`src/rtl/madr_pkg.sv`:
```
// ============================================================================
// Moving-average deviation rate package
// Shared widths, payload types, status codes, controller states and the
// command and status bundles between controller and datapath.
// ============================================================================
package madr_pkg;

    localparam int SAMPLE_W = 31;
    localparam int TAG_W    = 16;
    localparam int RATE_W   = 24;
    localparam int STATUS_W = 2;
    localparam int WLEN_W   = 7;
    localparam int FRAC_W   = 16;
    localparam int QUOT_W   = 24;
    localparam int PROD_W   = SAMPLE_W + WLEN_W;
    localparam int LOW_W    = QUOT_W - FRAC_W;

    typedef logic [SAMPLE_W-1:0]      t_sample;
    typedef logic [TAG_W-1:0]         t_tag;
    typedef logic signed [RATE_W-1:0] t_rate;
    typedef logic [STATUS_W-1:0]      t_status;
    typedef logic [WLEN_W-1:0]        t_wlen;
    typedef logic [QUOT_W-1:0]        t_quot;

    localparam t_wlen   WLEN_RESET = 7'd7;

    localparam t_status ST_OK   = 2'd0;
    localparam t_status ST_SAT  = 2'd1;
    localparam t_status ST_ZERO = 2'd2;

    localparam t_rate   RATE_MAX = 24'sh7FFFFF;
    // One in Q7.16, and the smallest quotient whose rate no longer fits.
    localparam t_quot   ONE_Q    = 24'h010000;
    localparam t_quot   QUOT_SAT = 24'h810000;

    typedef enum logic [2:0] {
        S_IDLE,
        S_LOAD,
        S_CHECK,
        S_DIV,
        S_UPDATE
    } t_state;

    typedef struct packed {
        logic accept;
        logic fill;
        logic load;
        logic check;
        logic div_step;
        logic update;
    } t_cmd;

    typedef struct packed {
        logic filling;
        logic skip;
        logic div_last;
        logic out_busy;
    } t_stat;

endpackage

```
`src/rtl/madr_if.sv`:
```
// ============================================================================
// Moving-average deviation rate channels
// Valid/ready channels for input samples, results and the window register.
// ============================================================================
interface madr_in_if import madr_pkg::*; ();
    logic    valid;
    logic    ready;
    t_sample sample;
    t_tag    tag;

    modport source (output valid, sample, tag, input ready);
    modport sink   (input valid, sample, tag, output ready);
endinterface

interface madr_out_if import madr_pkg::*; ();
    logic    valid;
    logic    ready;
    t_rate   rate;
    t_status status;
    t_tag    tag_out;

    modport source (output valid, rate, status, tag_out, input ready);
    modport sink   (input valid, rate, status, tag_out, output ready);
endinterface

interface madr_cfg_if import madr_pkg::*; ();
    logic  valid;
    logic  ready;
    t_wlen window_len;

    modport source (output valid, window_len, input ready);
    modport sink   (input valid, window_len, output ready);
endinterface

```
`src/rtl/madr_ctrl.sv`:
```
// ============================================================================
// Moving-average deviation rate controller
// Sequences items one at a time: load; if full, check, divide if needed, update.
// ============================================================================
module madr_ctrl import madr_pkg::*; (
    input  logic  i_clk,
    input  logic  i_rst_n,
    input  logic  i_in_valid,
    output logic  o_in_ready,
    input  t_stat i_stat,
    output t_cmd  o_cmd
);

    t_state r_state;
    t_state n_state;

    always_ff @(posedge i_clk) begin
        if (!i_rst_n) begin
            r_state <= S_IDLE;
        end else begin
            r_state <= n_state;
        end
    end

    always_comb begin
        n_state = r_state;
        case (r_state)
            S_IDLE: begin
                if (i_in_valid) n_state = S_LOAD;
            end
            S_LOAD: begin
                n_state = i_stat.filling ? S_IDLE : S_CHECK;
            end
            S_CHECK: begin
                n_state = i_stat.skip ? S_UPDATE : S_DIV;
            end
            S_DIV: begin
                if (i_stat.div_last) n_state = S_UPDATE;
            end
            S_UPDATE: begin
                if (!i_stat.out_busy) n_state = S_IDLE;
            end
            default: n_state = S_IDLE;
        endcase
    end

    always_comb begin
        o_cmd      = '0;
        o_in_ready = 1'b0;
        case (r_state)
            S_IDLE: begin
                o_in_ready   = 1'b1;
                o_cmd.accept = i_in_valid;
            end
            S_LOAD: begin
                o_cmd.fill = i_stat.filling;
                o_cmd.load = !i_stat.filling;
            end
            S_CHECK: begin
                o_cmd.check = 1'b1;
            end
            S_DIV: begin
                o_cmd.div_step = 1'b1;
            end
            S_UPDATE: begin
                o_cmd.update = !i_stat.out_busy;
            end
            default: begin
                o_in_ready = 1'b0;
            end
        endcase
    end

endmodule

```
`src/rtl/madr_dp.sv`:
```
// ============================================================================
// Moving-average deviation rate datapath
// Delay-line memory, running sum, multiplier, bit-serial divider and the
// output register.
// ============================================================================
module madr_dp import madr_pkg::*; #(
    parameter int WINDOW_MAX = 64
) (
    input  logic    i_clk,
    input  logic    i_rst_n,
    input  t_cmd    i_cmd,
    output t_stat   o_stat,
    input  t_sample i_sample,
    input  t_tag    i_tag,
    input  logic    i_cfg_valid,
    input  t_wlen   i_cfg_window_len,
    output logic    o_out_valid,
    input  logic    i_out_ready,
    output t_rate   o_rate,
    output t_status o_status,
    output t_tag    o_tag_out
);

    localparam int AW    = $clog2(WINDOW_MAX);
    localparam int LMAX  = (WINDOW_MAX < 127) ? WINDOW_MAX : 127;
    localparam int SUM_W = SAMPLE_W + $clog2(LMAX);

    t_sample               mem [WINDOW_MAX];

    t_wlen                 r_window_len;
    logic [AW-1:0]         r_write_slot;
    t_wlen                 r_seen_count;
    logic [SUM_W-1:0]      r_sum;

    t_sample               r_sample;
    t_tag                  r_tag;
    logic [AW-1:0]         r_slot;
    logic [PROD_W-1:0]     r_prod;
    t_sample               r_hist;
    logic [SUM_W:0]        r_rem;
    t_quot                 r_quot;
    logic [4:0]            r_cnt;
    logic                  r_zero;
    logic                  r_ovf;

    logic                  r_out_valid;
    t_rate                 r_rate;
    t_status               r_status;
    t_tag                  r_tag_out;

    t_wlen                 w_len;
    logic [AW-1:0]         w_slot;
    logic [AW-1:0]         w_next_slot;
    logic [SUM_W-1:0]      w_prod_hi;
    logic [QUOT_W-1:0]     w_low;
    logic [SUM_W:0]        w_shift;
    logic [SUM_W:0]        w_diff;
    logic                  w_zero;
    logic                  w_ovf;
    t_rate                 n_rate;
    t_status               n_status;

    // Effective window: zero acts as one, values above the memory depth clamp.
    always_comb begin
        if (r_window_len == '0) begin
            w_len = WLEN_W'(1);
        end else if (int'(r_window_len) > WINDOW_MAX) begin
            w_len = WLEN_W'(WINDOW_MAX);
        end else begin
            w_len = r_window_len;
        end
    end

    assign w_slot      = (int'(r_write_slot) >= int'(w_len)) ? '0 : r_write_slot;
    assign w_next_slot = (int'(r_slot) + 1 == int'(w_len)) ? '0 : r_slot + AW'(1);

    assign w_prod_hi = SUM_W'(r_prod[PROD_W-1:LOW_W]);
    assign w_low     = {r_prod[LOW_W-1:0], FRAC_W'(0)};
    assign w_zero    = (r_sum == '0);
    assign w_ovf     = (w_prod_hi >= r_sum);
    assign w_shift   = {r_rem[SUM_W-1:0], w_low[r_cnt]};
    assign w_diff    = w_shift - {1'b0, r_sum};

    assign o_stat.filling  = (r_seen_count < w_len);
    assign o_stat.skip     = w_zero || w_ovf;
    assign o_stat.div_last = (r_cnt == '0);
    assign o_stat.out_busy = r_out_valid && !i_out_ready;

    always_comb begin
        if (r_zero) begin
            n_rate   = '0;
            n_status = ST_ZERO;
        end else if (r_ovf || r_quot >= QUOT_SAT) begin
            n_rate   = RATE_MAX;
            n_status = ST_SAT;
        end else begin
            n_rate   = t_rate'(r_quot - ONE_Q);
            n_status = ST_OK;
        end
    end

    // Window state and configuration.
    always_ff @(posedge i_clk) begin
        if (!i_rst_n) begin
            r_window_len <= WLEN_RESET;
            r_write_slot <= '0;
            r_seen_count <= '0;
            r_sum        <= '0;
        end else if (i_cfg_valid) begin
            r_window_len <= i_cfg_window_len;
            r_write_slot <= '0;
            r_seen_count <= '0;
            r_sum        <= '0;
        end else if (i_cmd.fill) begin
            r_write_slot <= w_next_slot;
            r_seen_count <= r_seen_count + WLEN_W'(1);
            r_sum        <= r_sum + SUM_W'(r_sample);
        end else if (i_cmd.update) begin
            r_write_slot <= w_next_slot;
            r_sum        <= r_sum - SUM_W'(r_hist) + SUM_W'(r_sample);
        end
    end

    // Delay line.
    always_ff @(posedge i_clk) begin
        if (i_cmd.fill || i_cmd.update) begin
            mem[r_slot] <= r_sample;
        end
        if (i_cmd.load) begin
            r_hist <= mem[r_slot];
        end
    end

    // Item capture, multiply and restoring division.
    always_ff @(posedge i_clk) begin
        if (i_cmd.accept) begin
            r_sample <= i_sample;
            r_tag    <= i_tag;
            r_slot   <= w_slot;
        end
        if (i_cmd.load) begin
            r_prod <= PROD_W'(r_sample) * PROD_W'(w_len);
        end
        if (i_cmd.check) begin
            r_zero <= w_zero;
            r_ovf  <= w_ovf;
            r_rem  <= {1'b0, w_prod_hi};
            r_quot <= '0;
            r_cnt  <= 5'(QUOT_W - 1);
        end
        if (i_cmd.div_step) begin
            if (!w_diff[SUM_W]) begin
                r_rem  <= w_diff;
                r_quot <= {r_quot[QUOT_W-2:0], 1'b1};
            end else begin
                r_rem  <= w_shift;
                r_quot <= {r_quot[QUOT_W-2:0], 1'b0};
            end
            r_cnt <= r_cnt - 5'd1;
        end
    end

    // Output register.
    always_ff @(posedge i_clk) begin
        if (!i_rst_n) begin
            r_out_valid <= 1'b0;
        end else if (i_cmd.update) begin
            r_out_valid <= 1'b1;
        end else if (i_out_ready) begin
            r_out_valid <= 1'b0;
        end
    end

    always_ff @(posedge i_clk) begin
        if (i_cmd.update) begin
            r_rate    <= n_rate;
            r_status  <= n_status;
            r_tag_out <= r_tag;
        end
    end

    assign o_out_valid = r_out_valid;
    assign o_rate      = r_rate;
    assign o_status    = r_status;
    assign o_tag_out   = r_tag_out;

endmodule

```
`src/rtl/moving_average_deviation_rate_unit.sv`:
```
// ============================================================================
// Moving-average deviation rate unit
// Deviation of each sample from the average of the samples before it.
// ============================================================================
// Each input transfer carries a non-negative sample and a tag. The unit keeps
// the last L samples in a delay-line memory and their running sum, where L is
// the window_len register clamped to 1..WINDOW_MAX (zero acts as one). The
// first L transfers after reset or after a window_len write only fill the
// window and give no result. Every later transfer gives one result with
// rate = floor(sample * L * 2^16 / sum) - 2^16 in signed Q7.16, the average
// being that of the L samples before the current one. A rate above the Q7.16
// range reads as the largest value with status 1; a zero prior sum gives
// rate 0 with status 2. Items are handled one at a time: a filling item passes
// through load and back to idle before the next transfer can be taken, and a
// result item through load, check, 24 quotient bits from the restoring divider
// at one bit per cycle, and update. When the prior sum is zero, or the
// quotient cannot fit in 24 bits, the divider is skipped and the item passes
// through load, check and update, then idle. Either kind of result item is held
// in update only while a previous result still waits in the output register.
// A finished result sits in that register while the next input is taken.
// Writing window_len restarts the fill; write it only while the unit is idle.
// The window register channel is always ready.
module moving_average_deviation_rate_unit import madr_pkg::*; #(
    parameter int WINDOW_MAX = 64
) (
    input  logic         i_clk,
    input  logic         i_rst_n,
    madr_in_if.sink      i_in,
    madr_out_if.source   o_out,
    madr_cfg_if.sink     i_cfg
);

    t_cmd  w_cmd;
    t_stat w_stat;

    // The window register is written directly from the channel, so it never stalls.
    assign i_cfg.ready = 1'b1;

    madr_ctrl u_ctrl (
        .i_clk      (i_clk),
        .i_rst_n    (i_rst_n),
        .i_in_valid (i_in.valid),
        .o_in_ready (i_in.ready),
        .i_stat     (w_stat),
        .o_cmd      (w_cmd)
    );

    madr_dp #(
        .WINDOW_MAX (WINDOW_MAX)
    ) u_dp (
        .i_clk            (i_clk),
        .i_rst_n          (i_rst_n),
        .i_cmd            (w_cmd),
        .o_stat           (w_stat),
        .i_sample         (i_in.sample),
        .i_tag            (i_in.tag),
        .i_cfg_valid      (i_cfg.valid),
        .i_cfg_window_len (i_cfg.window_len),
        .o_out_valid      (o_out.valid),
        .i_out_ready      (o_out.ready),
        .o_rate           (o_out.rate),
        .o_status         (o_out.status),
        .o_tag_out        (o_out.tag_out)
    );

endmodule

```
`src/flat_wrapper.sv`:
```
// flat-port wrapper written by rule: the top's interface ports become plain ports
module moving_average_deviation_rate_unit_flat import madr_pkg::*;
#(
    parameter int WINDOW_MAX = 64
)
  (i_clk, i_rst_n, i_in_valid, i_in_sample, i_in_tag, i_in_ready, o_out_valid, o_out_rate, o_out_status, o_out_tag_out, o_out_ready, i_cfg_valid, i_cfg_window_len, i_cfg_ready);
  madr_in_if i_in_i ();
  madr_out_if o_out_i ();
  madr_cfg_if i_cfg_i ();
  input  logic i_clk;
  input  logic i_rst_n;
  input wire logic [$bits(i_in_i.valid)-1:0] i_in_valid;
  input wire logic [$bits(i_in_i.sample)-1:0] i_in_sample;
  input wire logic [$bits(i_in_i.tag)-1:0] i_in_tag;
  output wire logic [$bits(i_in_i.ready)-1:0] i_in_ready;
  output wire logic [$bits(o_out_i.valid)-1:0] o_out_valid;
  output wire logic [$bits(o_out_i.rate)-1:0] o_out_rate;
  output wire logic [$bits(o_out_i.status)-1:0] o_out_status;
  output wire logic [$bits(o_out_i.tag_out)-1:0] o_out_tag_out;
  input wire logic [$bits(o_out_i.ready)-1:0] o_out_ready;
  input wire logic [$bits(i_cfg_i.valid)-1:0] i_cfg_valid;
  input wire logic [$bits(i_cfg_i.window_len)-1:0] i_cfg_window_len;
  output wire logic [$bits(i_cfg_i.ready)-1:0] i_cfg_ready;
  assign i_in_i.valid = i_in_valid;
  assign i_in_i.sample = i_in_sample;
  assign i_in_i.tag = i_in_tag;
  assign i_in_ready = i_in_i.ready;
  assign o_out_valid = o_out_i.valid;
  assign o_out_rate = o_out_i.rate;
  assign o_out_status = o_out_i.status;
  assign o_out_tag_out = o_out_i.tag_out;
  assign o_out_i.ready = o_out_ready;
  assign i_cfg_i.valid = i_cfg_valid;
  assign i_cfg_i.window_len = i_cfg_window_len;
  assign i_cfg_ready = i_cfg_i.ready;
  moving_average_deviation_rate_unit #(.WINDOW_MAX(WINDOW_MAX)) u_core (.i_clk(i_clk), .i_rst_n(i_rst_n), .i_in(i_in_i), .o_out(o_out_i), .i_cfg(i_cfg_i));
endmodule
```
`config.mk`:
```
export PLATFORM = sky130hd
export DESIGN_NAME = moving_average_deviation_rate_unit_flat
export DESIGN_NICKNAME = d
export VERILOG_FILES = /design/src/rtl/madr_pkg.sv /design/src/rtl/madr_if.sv /design/src/rtl/madr_ctrl.sv /design/src/rtl/madr_dp.sv /design/src/rtl/moving_average_deviation_rate_unit.sv /design/src/flat_wrapper.sv
export SDC_FILE = /design/constraint.sdc
export NUM_CORES = 2
export LEC_CHECK = 0
export ABC_AREA = 1
export BUFFER_PORTS_ARGS = -buffer_cell sky130_fd_sc_hd__buf_4
export CAP_MARGIN = 30
export CORE_UTILIZATION = 47
export DETAILED_ROUTE_END_ITERATION = 6
export GPL_TIMING_DRIVEN = 0
export REMOVE_ABC_BUFFERS = 1
export SLEW_MARGIN = 20
export SYNTH_ARGS = -nofsm -noshare
export SYNTH_HDL_FRONTEND = slang
export SYNTH_SLANG_ARGS = --single-unit
```
`constraint.sdc`:
```
create_clock -name i_clk -period 7.2 [get_ports i_clk]
set_input_delay 0.36 -clock i_clk [delete_from_list [all_inputs] [get_ports i_clk]]
set_output_delay 0.36 -clock i_clk [all_outputs]
set_load 0.02 [all_outputs]
```
==> results.sh <==
export IMPL_critPathMaxFanout=28
export IMPL_cts_resized=0
export IMPL_maxCapViolCount=0
export IMPL_hp_class="input pin to flip-flop"
export IMPL_core_mm2=0.215
export IMPL_syn_avg_cell_area_um2=11.6
export IMPL_synth_edf_count=2216
export IMPL_cts_made_buffers=228
export IMPL_routed_wl_um=333000
export IMPL_rrSetupSlack_ns=0.90
export IMPL_clock_latency_ns=0.90
export IMPL_arrival_ns=7.01
export IMPL_drt_iter0_drc=7549
export IMPL_synth_seq_cells=2277
export IMPL_start_util_pct=47.4
export IMPL_cp_start_kind="flip-flop"
export IMPL_dp_cells=11700
export IMPL_placed_area_mm2=0.112
export IMPL_power_leakage_nw=45.5
export IMPL_critical_path_required_ns=7.91
export IMPL_p_total_mw=31.4
export IMPL_grt_pass1_wl_um=475000
export IMPL_syn2layout_area_growth_pct=17.1
export IMPL_cp_top_family="adder cells"
export IMPL_clock_sinks=2277
export IMPL_fmax_ghz=0.159
export IMPL_endpoint_kind="flip-flop"
export IMPL_fin_skew_ns=0.0811
export IMPL_fin_crit_ns=6.30
export IMPL_rsz0062_at_grt="no"
export IMPL_die_area_mm2=0.219
export IMPL_crit_type="flip-flop to flip-flop"
export IMPL_path_cells="inv_4, nand2_2, inv_1, nand2_1, fa_1, fa_1, inv_1, fa_1, inv_1, fa_1, inv_1, ha_1, nand2_1, nor2_1, nand2_1, nand2_1, a21oi_1, o21ai_0, a21oi_1, or2_2, nand2_1"
export IMPL_ys_seq_area_share_pct=66.5
export IMPL_yosysWarnings=0
export IMPL_synth_cell_types=46
export IMPL_antenna_found_initial=12
export IMPL_place_hpwl_um=230000
export IMPL_cts_hold_buf=73
export IMPL_cts_tree="done"
export IMPL_finalNonFillerCells=12200
export IMPL_power_density_mw_per_mm2=263
export IMPL_portBuffers=102
export IMPL_vias=70100
export IMPL_ir_drop_v=0.000270
export IMPL_slowest_stage="o21ai_0"
export IMPL_ctsLongestPathBuffers=3
export IMPL_yosys_area_top_type="edfxtp_1"
export IMPL_slowest_delay_ns=0.71
export IMPL_grt_overflow_total=0
export IMPL_setup_viol=0
export IMPL_netlist_area_mm2=0.102
export IMPL_drive_above_1_share_pct=8.80
export IMPL_h_tree_depth=4
export IMPL_finalMaxSlewViolations=0
export IMPL_viasPerCell=5.72
export IMPL_post_drt_wl_per_cell_um=27.2
export IMPL_grt_total_usage_pct=30.4
export IMPL_root_buffer="clkbuf_16"
export IMPL_fin_nets=9663
export IMPL_drtPass1Iterations=6
export IMPL_postCtsSetupBuffers=0
export IMPL_yosysTopAreaCellShare_pct=65.3
export IMPL_path_clk_slew_ns=0.06
export IMPL_postRouteAntennaNets=0
export IMPL_cpMostUsedCell="nand2_1"
export IMPL_io_pins=104
export IMPL_first_global_vias=67800
export IMPL_postSynthCellCount=8798
export IMPL_fp_dieH_um=468
export IMPL_synth_area_leaders="edfxtp_1, nand2_1, fa_1, inv_1, ha_1"
export IMPL_drc=0
export IMPL_grt_max_degree=87
export IMPL_period_share_pct=87.5
export IMPL_finalHoldViolCount=0
export IMPL_ys_async_sr_fraction_pct=0
export IMPL_gp_congestion=0.929
export IMPL_num_rows=170
export IMPL_maxSlewHeadroom_pct=21.5
export IMPL_status="finished, final reports clean"
export IMPL_crit_buf_inv=5
export IMPL_worstMarginPinSlew_ns=1.17
export IMPL_design_area_mm2=0.119
export IMPL_die_w_um=468
export IMPL_ys_flop_type="edfxtp_1"
[synthesized netlist by cell type (all sizes together), types with 150 or more instances]
cell / n
nand4: 224
inv: 876
buf: 150
a21oi: 266
ha: 217
nand2: 2433
nor2: 683
nand3: 304
o21ai: 241
fa: 177
a22oi: 267
edfxtp: 2216
clkbuf: 158
[logic make-up after synthesis]
group,after synthesis,synth area share (%)
other,1,0.00368
AOI/OAI and AO/OA,1085,7.04
xor gates and xnor gates,90,0.773
adders and majority gates,394,6.14
buffers and inverters,1185,4.50
and+or+nand+nor,3766,15.1
DFF,2277,66.5
[flip-flops by register name, indices dropped and copies added, names as in the netlist]
signal and count:
u_core.u_dp.r_window_len 7, u_core.u_dp.r_zero 1, u_core.u_dp.o_status 2, u_core.u_dp.r_hist 31, u_core.u_dp.r_cnt 5, u_core.u_dp.r_rem 37, u_core.u_dp.r_slot 6, u_core.u_dp.mem 1984
u_core.u_dp.r_prod 38, u_core.u_dp.o_out_valid 1, u_core.u_dp.o_rate 24, u_core.u_dp.r_write_slot 6, u_core.u_dp.r_sample 31, u_core.u_dp.r_ovf 1, u_core.u_dp.r_seen_count 7, u_core.u_ctrl.r_state 3
u_core.u_dp.o_tag_out 16, u_core.u_dp.r_tag 16, u_core.u_dp.r_quot 24, u_core.u_dp.r_sum 37
[power by group]
| group | switching, mW | internal [mW] | leakage (nW) |
|---|---|---|---|
| Sequential | 0.0880 | 14.8 | 20.4 |
| Clock | 5.13 | 6.23 | 3.42 |
| Combinational | 3.56 | 1.63 | 21.6 |
| Total | 8.78 | 22.6 | 45.5 |
[routing by layer]
| layer | wire (µm) | track usage (%) | part of all wire (%) |
|---|---|---|---|
| met1 | 129000 | 39.1 | 39 |
| met4 | 22200 | 17.7 | 6.7 |
| met3 | 24900 | 4.31 | 7.5 |
| met2 | 157000 | 49.1 | 47 |
| met5 | 59 | 0 | 0.018 |
[final cells by class]
type | count | area, µm²
fillers | 17700 | 95600
flip-flops and latches | 2277 | 67800
multi-input cells | 5336 | 30200
repair buffers | 490 | 7430
clock buffers | 290 | 5980
well taps | 2838 | 3550
inverters | 877 | 3340
clock inverters | 133 | 1100
diodes | 6 | 15.0
[worst paths after layout]
| check | from | end | depth (start not counted) |
|---|---|---|---|
| setup / recovery | u_core.u_dp.r_window_len[6] | u_core.u_dp.r_prod[29] | 21 |
| hold / removal | i_in_sample[6] | u_core.u_dp.r_sample[6] | 2 |
| hold reg to reg | u_core.u_dp.r_tag[9] | u_core.u_dp.o_tag_out[9] | 0 |
| setup reg to reg | u_core.u_dp.r_window_len[6] | u_core.u_dp.r_prod[29] | 21 |
[layout by cell type, fill, tap and decap left out, types with 34 or more instances in the layout]
cell type,instances
buf_12,51
clkbuf_1,59
buf_8,122
clkbuf_16,229
nor3_1,46
dlygate4sd3_1,73
ha_1,217
fa_1,177
dfxtp_1,60
clkinv_1,68
a22oi_1,267
nand2_1,2425
nand4_1,224
nor2_4,70
a221oi_1,142
xor2_1,69
buf_16,99
a22o_1,75
nor2_1,613
nand3_1,299
a21oi_1,266
inv_1,861
clkinv_2,34
buf_4,124
o21ai_0,238
edfxtp_1,2216
[per-stage QoR]
step                      setup WS [ns]  TNS (ns)  util (%)  hold slack (ns)
final                             0.901         0      55.5            0.244
after global routing              0.624         0      55.5            0.218
after CTS                          1.03         0      55.5            0.191
after detailed placement           1.07         0      51.9            0.408
after global placement           -22.65         -      48.8            0.400
after floorplan                   -4.01  -1898.59         -            0.400
[worst reg2reg max path: cells and delay by family, from the launching register on]
kind	cells	cell delay, ns
flops	1	0.36
fa+ha+maj	5	2.35
buf+inv	5	0.96
simple gates	8	1.48
compound gates	3	1.02
No activity file was read; power rests on OpenSTA's default activity.
